==> src/sv/rgb565_flame_smoke_frame_scorer_defines.svh <==
// Assertion helpers for the frame scorer.
`ifndef RGB565_FLAME_SMOKE_FRAME_SCORER_DEFINES_SVH
`define RGB565_FLAME_SMOKE_FRAME_SCORER_DEFINES_SVH

`ifndef SYNTHESIS
// Same-cycle implication, checked on every rising edge outside reset.
`define RFS_ASSERT_IMPL(name, ante, cons) \
  name: assert property (@(posedge clk_i) disable iff (!rst_ni) (ante) |-> (cons)) \
    else $error("frame scorer check failed");
// Next-cycle implication.
`define RFS_ASSERT_NEXT(name, ante, cons) \
  name: assert property (@(posedge clk_i) disable iff (!rst_ni) (ante) |=> (cons)) \
    else $error("frame scorer check failed");
`else
`define RFS_ASSERT_IMPL(name, ante, cons)
`define RFS_ASSERT_NEXT(name, ante, cons)
`endif

`endif

==> src/sv/rfs_pkg.sv <==
package rfs_pkg;

  localparam int unsigned MAX_FRAME_PIXELS = 131072;
  // Counter must hold MAX_FRAME_PIXELS itself.
  localparam int unsigned CNT_W = $clog2(MAX_FRAME_PIXELS + 1);
  // Hits times ten.
  localparam int unsigned DVD_W = CNT_W + 4;
  localparam int unsigned FRAC_W = 16;
  localparam int unsigned STEP_W = $clog2(FRAC_W + 1);

  localparam logic [FRAC_W-1:0] FLAME_CAP = 16'd64880;
  localparam logic [FRAC_W-1:0] SMOKE_CAP = 16'd62259;

  typedef struct packed {
    logic [CNT_W-1:0] seen;
    logic [CNT_W-1:0] flame;
    logic [CNT_W-1:0] smoke;
    logic             overflowed;
  } rfs_cnt_t;

  typedef struct packed {
    logic inc;
    logic clear;
  } rfs_cnt_ctrl_t;

  typedef struct packed {
    logic             start;
    logic [DVD_W-1:0] dividend;
    logic [CNT_W-1:0] divisor;
  } rfs_div_req_t;

  typedef struct packed {
    logic              done;
    logic              sat;
    logic [FRAC_W-1:0] quo;
  } rfs_div_rsp_t;

endpackage

==> src/sv/rfs_counter.sv <==
module rfs_counter import rfs_pkg::*; (
  input  logic          clk_i,
  input  logic          rst_ni,
  input  rfs_cnt_ctrl_t ctrl_i,
  input  logic [15:0]   pixel_i,
  output rfs_cnt_t      cnt_o
);

  logic [4:0] red;
  logic [5:0] green;
  logic [4:0] blue;
  logic       hot;
  logic       smoky;
  rfs_cnt_t   cnt_d;
  rfs_cnt_t   cnt_q;

  assign red   = pixel_i[15:11];
  assign green = pixel_i[10:5];
  assign blue  = pixel_i[4:0];

  assign hot   = (red >= 5'd20) && (green >= 6'd10) && (green <= 6'd30) && (blue <= 5'd10);
  assign smoky = (red >= 5'd10) && (red <= 5'd24) && (green >= 6'd10) && (green <= 6'd32) &&
                 (blue >= 5'd10) && (blue <= 5'd24);

  always_comb begin
    cnt_d = cnt_q;
    if (ctrl_i.clear) begin
      cnt_d = '0;
    end else if (ctrl_i.inc) begin
      if (cnt_q.seen >= CNT_W'(MAX_FRAME_PIXELS)) begin
        // Frame too long: hold the counts, flag it.
        cnt_d.overflowed = 1'b1;
      end else begin
        cnt_d.seen = cnt_q.seen + CNT_W'(1);
        if (hot) begin
          cnt_d.flame = cnt_q.flame + CNT_W'(1);
        end
        if (smoky) begin
          cnt_d.smoke = cnt_q.smoke + CNT_W'(1);
        end
      end
    end
  end

  always_ff @(posedge clk_i or negedge rst_ni) begin
    if (!rst_ni) begin
      cnt_q <= '0;
    end else begin
      cnt_q <= cnt_d;
    end
  end

  assign cnt_o = cnt_q;

endmodule

==> src/sv/rfs_divider.sv <==
module rfs_divider import rfs_pkg::*; (
  input  logic         clk_i,
  input  logic         rst_ni,
  input  rfs_div_req_t req_i,
  output rfs_div_rsp_t rsp_o
);

  // Restoring divider: one quotient bit per cycle, FRAC_W fraction bits.
  logic              busy_d, busy_q;
  logic              done_d, done_q;
  logic [STEP_W-1:0] steps_d, steps_q;
  logic              sat_d, sat_q;
  logic [CNT_W-1:0]  div_d, div_q;
  logic [CNT_W-1:0]  rem_d, rem_q;
  logic [FRAC_W-1:0] quo_d, quo_q;
  logic [CNT_W:0]    shifted;
  logic [CNT_W:0]    diff;
  logic              ge;

  assign shifted = {rem_q, 1'b0};
  assign ge      = shifted >= {1'b0, div_q};
  assign diff    = shifted - {1'b0, div_q};

  always_comb begin
    busy_d  = busy_q;
    done_d  = 1'b0;
    steps_d = steps_q;
    sat_d   = sat_q;
    div_d   = div_q;
    rem_d   = rem_q;
    quo_d   = quo_q;
    if (req_i.start) begin
      div_d = req_i.divisor;
      rem_d = req_i.dividend[CNT_W-1:0];
      quo_d = '0;
      if ((req_i.divisor == '0) || (req_i.dividend >= DVD_W'(req_i.divisor))) begin
        // Quotient would not fit the fraction: saturate, or zero for an empty count.
        sat_d   = req_i.divisor != '0;
        busy_d  = 1'b0;
        done_d  = 1'b1;
        steps_d = '0;
      end else begin
        sat_d   = 1'b0;
        busy_d  = 1'b1;
        steps_d = STEP_W'(FRAC_W);
      end
    end else if (busy_q) begin
      rem_d   = ge ? diff[CNT_W-1:0] : shifted[CNT_W-1:0];
      quo_d   = {quo_q[FRAC_W-2:0], ge};
      steps_d = steps_q - STEP_W'(1);
      if (steps_q == STEP_W'(1)) begin
        busy_d = 1'b0;
        done_d = 1'b1;
      end
    end
  end

  always_ff @(posedge clk_i or negedge rst_ni) begin
    if (!rst_ni) begin
      busy_q  <= 1'b0;
      done_q  <= 1'b0;
      steps_q <= '0;
    end else begin
      busy_q  <= busy_d;
      done_q  <= done_d;
      steps_q <= steps_d;
    end
  end

  always_ff @(posedge clk_i) begin
    sat_q <= sat_d;
    div_q <= div_d;
    rem_q <= rem_d;
    quo_q <= quo_d;
  end

  assign rsp_o.done = done_q;
  assign rsp_o.sat  = sat_q;
  assign rsp_o.quo  = quo_q;

endmodule

==> src/sv/rgb565_flame_smoke_frame_scorer.sv <==
// Flame / smoke scorer for an RGB565 pixel stream.
// Input channel (in_valid_i / in_ready_o): one pixel per item, with last_pixel_i
// marking the final pixel of a frame. Pixels that are not last are taken one per
// cycle while in_ready_o is high and only update the frame counters.
// Output channel (out_valid_o / out_ready_i): one result per frame, holding both
// Q0.16 scores, the two detection flags and the too-long flag.
// After the last pixel, one shared restoring divider produces the flame score and
// then the smoke score, one quotient bit per cycle. In_ready_o stays low from the
// last pixel until the result is loaded into the output register (two divisions
// of up to 16 steps each, plus sequencing).
// The result sits in an output register; a stalled receiver does not block the next
// frame's pixels, only the hand-off of the following result, and the block waits
// with in_ready_o low until that register frees up.
// Reset clears the counters, the sequencer and the output valid.
// Pixels past the frame bound are not counted and set frame_too_long_o.
`include "rgb565_flame_smoke_frame_scorer_defines.svh"

module rgb565_flame_smoke_frame_scorer import rfs_pkg::*; (
  input  logic        clk_i,
  input  logic        rst_ni,
  input  logic        in_valid_i,
  output logic        in_ready_o,
  input  logic [15:0] pixel_i,
  input  logic        last_pixel_i,
  output logic        out_valid_o,
  input  logic        out_ready_i,
  output logic [15:0] flame_score_o,
  output logic [15:0] smoke_score_o,
  output logic        flame_detected_o,
  output logic        smoke_detected_o,
  output logic        frame_too_long_o
);

  localparam logic [2:0] S_IDLE   = 3'd0;
  localparam logic [2:0] S_FSTART = 3'd1;
  localparam logic [2:0] S_FWAIT  = 3'd2;
  localparam logic [2:0] S_SSTART = 3'd3;
  localparam logic [2:0] S_SWAIT  = 3'd4;
  localparam logic [2:0] S_DONE   = 3'd5;

  logic [2:0]        state_d, state_q;
  logic              in_acc;
  logic              load_out;
  rfs_cnt_ctrl_t     cnt_ctrl;
  rfs_cnt_t          cnt;
  rfs_div_req_t      div_req;
  rfs_div_rsp_t      div_rsp;
  logic [FRAC_W-1:0] score;
  logic [FRAC_W-1:0] flame_d, flame_q;
  logic [DVD_W-1:0]  flame_x10;
  logic [DVD_W-1:0]  smoke_x6;
  logic [CNT_W+6:0]  flame_x100;
  logic [CNT_W+2:0]  seen_x7;
  logic [CNT_W+3:0]  smoke_x12;
  logic              flame_hit;
  logic              smoke_hit;

  logic              out_valid_q;
  logic [FRAC_W-1:0] out_flame_q;
  logic [FRAC_W-1:0] out_smoke_q;
  logic              out_fdet_q;
  logic              out_sdet_q;
  logic              out_long_q;

  assign in_ready_o = state_q == S_IDLE;
  assign in_acc     = in_valid_i && in_ready_o;
  assign load_out   = (state_q == S_DONE) && (!out_valid_q || out_ready_i);

  assign cnt_ctrl.inc   = in_acc;
  assign cnt_ctrl.clear = load_out;

  rfs_counter u_counter (
    .clk_i   (clk_i),
    .rst_ni  (rst_ni),
    .ctrl_i  (cnt_ctrl),
    .pixel_i (pixel_i),
    .cnt_o   (cnt)
  );

  assign flame_x10 = (DVD_W'(cnt.flame) << 3) + (DVD_W'(cnt.flame) << 1);
  assign smoke_x6  = (DVD_W'(cnt.smoke) << 2) + (DVD_W'(cnt.smoke) << 1);

  assign div_req.start    = (state_q == S_FSTART) || (state_q == S_SSTART);
  assign div_req.dividend = (state_q == S_FSTART) ? flame_x10 : smoke_x6;
  assign div_req.divisor  = cnt.seen;

  rfs_divider u_divider (
    .clk_i  (clk_i),
    .rst_ni (rst_ni),
    .req_i  (div_req),
    .rsp_o  (div_rsp)
  );

  // Cap the quotient; the cap depends on which score is in flight.
  always_comb begin
    unique case (state_q)
      S_FWAIT: begin
        score = (div_rsp.sat || (div_rsp.quo > FLAME_CAP)) ? FLAME_CAP : div_rsp.quo;
      end
      default: begin
        score = (div_rsp.sat || (div_rsp.quo > SMOKE_CAP)) ? SMOKE_CAP : div_rsp.quo;
      end
    endcase
  end

  // Exact threshold tests: 100*hot >= 7*count and 12*smoky >= count.
  assign flame_x100 = ((CNT_W+7)'(cnt.flame) << 6) + ((CNT_W+7)'(cnt.flame) << 5) +
                      ((CNT_W+7)'(cnt.flame) << 2);
  assign seen_x7    = ((CNT_W+3)'(cnt.seen) << 3) - (CNT_W+3)'(cnt.seen);
  assign smoke_x12  = ((CNT_W+4)'(cnt.smoke) << 3) + ((CNT_W+4)'(cnt.smoke) << 2);
  assign flame_hit  = (cnt.seen != '0) && (flame_x100 >= (CNT_W+7)'(seen_x7));
  assign smoke_hit  = (cnt.seen != '0) && (smoke_x12 >= (CNT_W+4)'(cnt.seen));

  always_comb begin
    state_d = state_q;
    flame_d = flame_q;
    unique case (state_q)
      S_IDLE: begin
        if (in_acc && last_pixel_i) begin
          state_d = S_FSTART;
        end
      end
      S_FSTART: state_d = S_FWAIT;
      S_FWAIT: begin
        if (div_rsp.done) begin
          flame_d = score;
          state_d = S_SSTART;
        end
      end
      S_SSTART: state_d = S_SWAIT;
      S_SWAIT: begin
        if (div_rsp.done) begin
          state_d = S_DONE;
        end
      end
      S_DONE: begin
        if (load_out) begin
          state_d = S_IDLE;
        end
      end
      default: state_d = S_IDLE;
    endcase
  end

  always_ff @(posedge clk_i or negedge rst_ni) begin
    if (!rst_ni) begin
      state_q     <= S_IDLE;
      out_valid_q <= 1'b0;
    end else begin
      state_q <= state_d;
      if (load_out) begin
        out_valid_q <= 1'b1;
      end else if (out_ready_i) begin
        out_valid_q <= 1'b0;
      end
    end
  end

  // The divider holds the smoke quotient while the result waits in S_DONE.
  always_ff @(posedge clk_i) begin
    flame_q <= flame_d;
    if (load_out) begin
      out_flame_q <= flame_q;
      out_smoke_q <= score;
      out_fdet_q  <= flame_hit;
      out_sdet_q  <= smoke_hit;
      out_long_q  <= cnt.overflowed;
    end
  end

  assign out_valid_o      = out_valid_q;
  assign flame_score_o    = out_flame_q;
  assign smoke_score_o    = out_smoke_q;
  assign flame_detected_o = out_fdet_q;
  assign smoke_detected_o = out_sdet_q;
  assign frame_too_long_o = out_long_q;

  `RFS_ASSERT_NEXT(a_busy_after_last, in_acc && last_pixel_i, !in_ready_o)
  `RFS_ASSERT_IMPL(a_hits_le_seen, 1'b1, (cnt.flame <= cnt.seen) && (cnt.smoke <= cnt.seen))
  `RFS_ASSERT_IMPL(a_seen_bound, 1'b1, cnt.seen <= CNT_W'(MAX_FRAME_PIXELS))
  `RFS_ASSERT_IMPL(a_score_caps, out_valid_o,
                   (flame_score_o <= FLAME_CAP) && (smoke_score_o <= SMOKE_CAP))

endmodule
==> config.mk <==
export PLATFORM = sky130hd
export DESIGN_NAME = rgb565_flame_smoke_frame_scorer
export DESIGN_NICKNAME = d
export VERILOG_FILES = /design/src/sv/rfs_pkg.sv /design/src/sv/rfs_counter.sv /design/src/sv/rfs_divider.sv /design/src/sv/rgb565_flame_smoke_frame_scorer.sv
export VERILOG_INCLUDE_DIRS = /design/src /design/src/sv
export SDC_FILE = /design/constraint.sdc
export NUM_CORES = 1
export LEC_CHECK = 0
export ABC_AREA = 1
export BUFFER_PORTS_ARGS = -buffer_cell sky130_fd_sc_hd__buf_2
export CORE_ASPECT_RATIO = 0.7
export CORE_MARGIN = 1
export CORE_UTILIZATION = 30
export CTS_CLUSTER_SIZE = 14
export DETAILED_ROUTE_END_ITERATION = 7
export GPL_TIMING_DRIVEN = 0
export SKIP_CTS_REPAIR_TIMING = 1
export SLEW_MARGIN = 20
export SYNTH_ARGS = -nofsm -noshare
export SYNTH_HDL_FRONTEND = slang
export SYNTH_HIERARCHICAL = 1
export SYNTH_SLANG_ARGS = --single-unit
export TNS_END_PERCENT = 5
==> constraint.sdc <==
create_clock -name clk_i -period 3.35 [get_ports clk_i]
set_input_delay 0.67 -clock clk_i [delete_from_list [all_inputs] [get_ports clk_i]]
set_output_delay 0.67 -clock clk_i [all_outputs]
set_load 0.005 [all_outputs]
==> results.json, run 1 <==
{
  "leakagePower_nw": 8.30,
  "synth_top_area_cell": "edfxtp_1",
  "dr.pass1.iters": 7,
  "antenna_found_initial": 0,
  "setup_slack_ns": -0.289,
  "portBuffers": 57,
  "wl_per_cell_microns": 15.7,
  "synth_cells": 2107,
  "final_util_pct": 35.0,
  "ys_seq_elements": 170,
  "cts_root_buf": "clkbuf_16",
  "critPathArrivalTime_ns": 3.82,
  "worst-setup-path-type": "reg -> reg",
  "clkTransAtPathRegs_ns": 0.08,
  "diodes": 0,
  "fin_skew_ns": 0.0157,
  "die_y_microns": 191,
  "grt_pass1_vias": 13161,
  "failed_checks": "negative setup slack",
  "io_pins": 58,
  "clk_latency_ns": 0.47,
  "clk_path_buf_depth": 2,
  "setup_tns_ns": -1.20,
  "die_w_microns": 272,
  "wirelength_mm": 45.2,
  "grt_pass1_wl_mm": 70.9,
  "ant_nets": 0,
  "fmax_mhz": 275,
  "num_rows": 68,
  "total_power_mw": 16.0,
  "seq_area_frac_synth_pct": 30.2,
  "relSlewSlack_pct": 40.8,
  "grt.overflow.total": 0,
  "max_stage_delay_ns": 0.52,
  "place_area_sq_mm": 0.0165,
  "finalSetupViolCount": 6,
  "worstPathMaxFanout": 8,
  "synthXorXnorAreaFrac_pct": 4.19,
  "synth_nets": 2298,
  "synth_top_area_share_pct": 17.3,
  "synthMuxAreaShare_pct": 0,
  "tritoncts": "built",
  "crit_chain": "buf_12 -> fa_1 -> ha_4 -> nand2_1 -> nor2_1 -> nand3_1 -> nand2_1 -> a21oi_2 -> buf_4 -> xnor2_1 -> ha_1 -> nand4_1 -> a21oi_1 -> nor2_1 -> nand2_1 -> nand2_1 -> nand3_1 -> nor2_1 -> a21oi_1",
  "drv_slew": 0,
  "final_net_count": 2398,
  "synth_top_family_by_area": "simple AND/OR/NAND/NOR gates",
  "worst_setup_path_end_kind": "register",
  "status": "finished with violations",
  "grt_max_degree": 47,
  "tightest_slew_ns": 0.880,
  "fin_crit_ns": 3.64,
  "drive_gt1_share_pct": 12.3,
  "synth_compound_area_share_pct": 9.89,
  "rsz0062_at_grt": "yes",
  "cts_buffers": 17,
  "ys_warn_count": 6,
  "fin_crit_sh_pct": 109,
  "start_kind": "register",
  "grt.total_usage_pct": 17.4,
  "async_flop_share_pct": 38.8,
  "syn_area_per_cell_sq_um": 7.24,
  "postLayoutCellArea_sq_mm": 0.0174,
  "htreeDepth": 4,
  "max_cap_viol_count": 0,
  "irDropWorstVdd_v": 0.000494,
  "min_path_type": "in -> async",
  "area_delta_synth_final_pct": 14.3,
  "start_util_pct": 30.7,
  "dieArea_sq_mm": 0.0518,
  "place_congestion": 0.961,
  "yosys-top-cells-area": "edfxtp_1 (17%), nand2_1 (14%), ha_1 (12%), dfrtp_1 (11%), inv_1 (6.2%)",
  "core_area_sq_mm": 0.0498,
  "dp_hpwl_mm": 35.9,
  "crit_slowest_cell": "fa_1",
  "synthSimpleGateAreaFrac_pct": 33.2,
  "drt_iter0_markers": 1209,
  "finalHoldViolations": 0,
  "cts.sinks": 170,
  "yosys.area_share.adder_pct": 14.8,
  "vias": 14427,
  "drc": 0,
  "cp.required_ns": 3.53,
  "synth-main-ff-cell": "edfxtp_1",
  "synth_cell_types": 60,
  "synth.cell_area_sq_mm": 0.0153,
  "p_per_area_mw_per_mm2": 915,
  "cp_common_cell": "nand2_1",
  "via_per_inst": 5.00,
  "synth_edf_count": 88
}
## routing by layer
layer	vias to the layer above	routed length [microns]	global-route usage (%)
met4	0	702	4.00
met2	480	17900	24.4
met1	6736	22900	26.3
met3	50	3740	4.17
met5	-	0	0
li1	7161	-	-
## metrics by stage
stage	hold slack, ns	cells	worst slack (ns)
after floorplan	0.374	2107	0.00126
after global placement	0.402	2829	-1.88
after detailed placement	0.405	2832	-0.479
after CTS	0.104	2864	-0.521
after global routing	0.117	2885	-0.477
final	0.110	2885	-0.289
## kinds of logic after synthesis
family,count (synthesis)
AND/OR/NAND/NOR,1127
buffers and inverters,294
AO/OA/AOI/OAI,272
adder cells (fa/ha/maj),170
flip-flops,170
XOR/XNOR,73
other,1
## cell usage in the layout (no fill, tap or decap), drive strengths merged
| master | count |
|---|---|
| a211o | 1 |
| a211oi | 1 |
| a21boi | 1 |
| a21o | 7 |
| a21oi | 131 |
| a31oi | 3 |
| and2 | 5 |
| and3 | 2 |
| buf | 99 |
| clkbuf | 26 |
| clkinv | 9 |
| conb | 1 |
| dfrtp | 66 |
| dfxtp | 16 |
| edfxtp | 88 |
| fa | 18 |
| ha | 152 |
| inv | 273 |
| nand2 | 611 |
| nand3 | 154 |
| nand3b | 33 |
| nand4 | 32 |
| nor2 | 227 |
| nor2b | 1 |
| nor3 | 37 |
| nor3b | 6 |
| nor4 | 6 |
| o211ai | 4 |
| o21a | 3 |
| o21ai | 93 |
| o21bai | 8 |
| o22ai | 19 |
| o31ai | 1 |
| or2 | 13 |
| xnor2 | 25 |
| xor2 | 48 |
## flip-flops by register name (all words and copies together) (netlist names)
name	flops
smoke_score_o	16
out_valid_o	1
smoke_detected_o	1
flame_detected_o	1
flame_score_o	16
u_divider/quo_q	16
u_divider/div_q	18
state_q	3
flame_q	16
u_counter/cnt_o	55
u_divider/done_q	1
u_divider/steps_q	5
u_divider/rem_q	18
u_divider/sat_q	1
frame_too_long_o	1
u_divider/busy_q	1
## critical path: cells and delay by family (launching register included)
kind / cells / cell delay [ns]
fa+ha+maj: 3 / 1.15
simple gates: 10 / 0.95
flops: 1 / 0.44
buf+inv: 2 / 0.29
xor+xnor: 1 / 0.29
compound gates: 3 / 0.23
## synth_stat cells, drive strengths merged, types with 4 or more instances
cell type and instances:
o21bai 8, clkbuf 11, nor3 37, xnor2 25
edfxtp 88, o211ai 4, a21oi 131, a21o 7
nand3b 33, dfxtp 16, ha 152, buf 16
and2 5, o22ai 19, or2 13, o21ai 93
nor4 6, fa 18, xor2 48, inv 266
nand2 611, nand3 154, dfrtp 66, nor3b 6
nand4 32, nor2 227
## layout make-up
class / count / area [sq um]
plain buffers: 27 / 170
clock buffers: 17 / 425
clock inverters: 15 / 191
fillers: 5304 / 32300
inverters: 267 / 1000
multi-input cells: 1643 / 9630
flip-flops and latches: 170 / 4650
well taps: 665 / 832
repair buffers: 81 / 537
## where the power goes
group          internal, mW  switching, mW
sequential             3.01          0.589
clock                  1.02           1.02
combinational          3.73           6.59
## final timing paths
path / from / end / slack (ns) / cells after the start
worst max-delay path: u_counter/cnt_o[23] / flame_detected_o / -0.29 / 19
worst min-delay path: rst_ni / u_counter/cnt_o[14] / 0.11 / 1
worst max register to register: u_counter/cnt_o[23] / flame_detected_o / -0.29 / 19
worst min register to register: flame_q[9] / flame_score_o[9] / 0.41 / 0
max in group asynchronous: rst_ni / u_counter/cnt_o[52] / 2.61 / 2
min in group clk_i: flame_q[9] / flame_score_o[9] / 0.41 / 0
No activity file was read; power rests on OpenSTA's default activity.
==> inputs of run 2 (changes only) <==
PLACE_DENSITY_LB_ADDON = 0.25   (was not set)
SETUP_SLACK_MARGIN = 0.2   (was not set)
==> run 2 against run 1 <==
  * The run still ends with negative setup slack left
  * Final area up 2.3%
  * Combinational power up 5%
  * Clock-buffer cell count up 1
  * Sequential power up 1%
  * Via count down 1.0%
  * Clock skew down 0.00098 ns
  * Sequential share of layout area down 0.57 points
  * Power up 2.7%
  * Flip-flop and latch count unchanged
  * Utilization up 0.80 points
  * Clock power about the same
  * Critical path depth down 1
  * Critical endpoint unchanged
==> results.json, run 2 (synthesized netlist as in run 1, its figures left out) <==
{
  "worst_setup_path_end_kind": "register",
  "grt_pass1_vias": 13196,
  "reg2reg_depth": 18,
  "drive_gt1_share_pct": 16.2,
  "finalHoldViolations": 0,
  "min_path_type": "in -> async",
  "portBuffers": 57,
  "setup_tns_ns": -0.500,
  "finalSetupViolCount": 2,
  "r2r_start": "u_counter/cnt_o[19]",
  "drc": 0,
  "clk_path_buf_depth": 2,
  "num_rows": 68,
  "cts_buffers": 17,
  "total_power_mw": 16.4,
  "relSlewSlack_pct": 37.0,
  "fin_skew_ns": 0.0147,
  "status": "finished with violations",
  "htreeDepth": 4,
  "grt.total_usage_pct": 18.1,
  "final_common_cell": "nand2_1",
  "place_congestion": 0.913,
  "grt.overflow.total": 0,
  "fin_crit_ns": 3.76,
  "p_per_area_mw_per_mm2": 920,
  "dieArea_sq_mm": 0.0518,
  "die_w_microns": 272,
  "vias": 14279,
  "worstPathMaxFanout": 5,
  "via_per_inst": 4.92,
  "r2r_slack_ns": -0.41,
  "io_pins": 58,
  "fill_cells": 5280,
  "critPathArrivalTime_ns": 3.92,
  "cts.sinks": 170,
  "die_y_microns": 191,
  "tritoncts": "built",
  "failed_checks": "negative setup slack",
  "rsz0062_at_grt": "yes",
  "irDropWorstVdd_v": 0.000423,
  "grt_pass1_wl_mm": 73.1,
  "fin_cells": 2902,
  "fmax_mhz": 266,
  "clkTransAtPathRegs_ns": 0.07,
  "layout_common_cells": "nand2_1 (570), inv_1 (251), nor2_1 (207), nand3_1 (136), ha_1 (131)",
  "final_net_count": 2415,
  "drv_slew": 0,
  "largest_register_ffs": 55,
  "cp.required_ns": 3.51,
  "r2r-end": "flame_detected_o",
  "final_util_pct": 35.8,
  "leakagePower_nw": 8.39,
  "wirelength_mm": 47.1,
  "area_delta_synth_final_pct": 16.9,
  "max_cap_viol_count": 0,
  "fin_crit_sh_pct": 112,
  "worst-setup-path-type": "reg -> reg",
  "cts_root_buf": "clkbuf_16",
  "dp_cells": 2832,
  "setup_slack_ns": -0.410,
  "dr.pass1.iters": 5,
  "diodes": 0,
  "start_util_pct": 30.7,
  "core_area_sq_mm": 0.0498,
  "dp_hpwl_mm": 37.4,
  "ant_nets": 0,
  "hold_slack_ns": 0.117,
  "grt_max_degree": 47,
  "start_kind": "register",
  "tightest_slew_ns": 0.936,
  "wl_per_cell_microns": 16.2,
  "antenna_found_initial": 0,
  "drt_iter0_markers": 1049,
  "clk_latency_ns": 0.46
}
[run 2: where the power goes]
| group | internal (mW) | total (mW) | switching [mW] |
|---|---|---|---|
| logic | 3.92 | 10.8 | 6.83 |
| registers | 3.01 | 3.63 | 0.620 |
| clock network | 1.08 | 2.01 | 0.938 |
[run 2: critical path, stage by stage (launching register included)]
cell     delay (ns)
dfrtp_2        0.44
fa_1           0.59
ha_4           0.14
inv_1          0.05
fa_2           0.42
o21ai_4        0.21
nand2_2        0.09
nand2_4        0.09
a21oi_4        0.08
xnor2_4        0.23
ha_1           0.30
a21oi_1        0.13
o21ai_1        0.09
nor2_1         0.18
nand2_1        0.10
nand2_1        0.07
nand3_1        0.06
nor2_1         0.10
a21oi_1        0.07
[run 2: through the flow]
stage | setup slack (ns) | cell area, sq um
6_report | -0.410 | 17800
3_5_place_dp | -0.745 | 16500
5_1_grt | -0.583 | 17800
3_3_place_gp | -2.14 | 16400
2_1_floorplan | 0.00162 | 15300
4_1_cts | -0.781 | 17000
[run 2: area by class of cell]
cell class                 count  area (sq um)  area share (%)
tap                          665           832            4.67
sequential                   170          4650            26.1
timing repair buffer          98           631            3.54
buffer                        27           174           0.975
multi-input combinational   1643          9950            55.8
clock buffer                  18           439            2.46
clock inverter                14           151           0.849
inverter                     267          1000            5.62
[run 2: per-layer routing]
metal  global-route usage, %  up-vias  part of all wire [%]  wire (microns)
met5                       0        -                     0               0
met4                    2.96        0                  0.82             387
met3                    3.55       23                   6.1            2880
met2                    24.9      368                    39           18400
met1                    28.5     6697                    54           25500
li1                        -     7191                     -               -
[run 2: how the worst max path moves through the flow]
stage,from,cells past startpoint,endpoint
2_1_floorplan,u_counter/cnt_o[20],18,flame_detected_o
3_3_place_gp,out_ready_i,8,u_counter/cnt_o[35]
3_5_place_dp,u_counter/cnt_o[19],18,flame_detected_o
4_1_cts,u_counter/cnt_o[19],18,flame_detected_o
5_1_grt,u_counter/cnt_o[19],18,flame_detected_o
6_report,u_counter/cnt_o[19],18,flame_detected_o
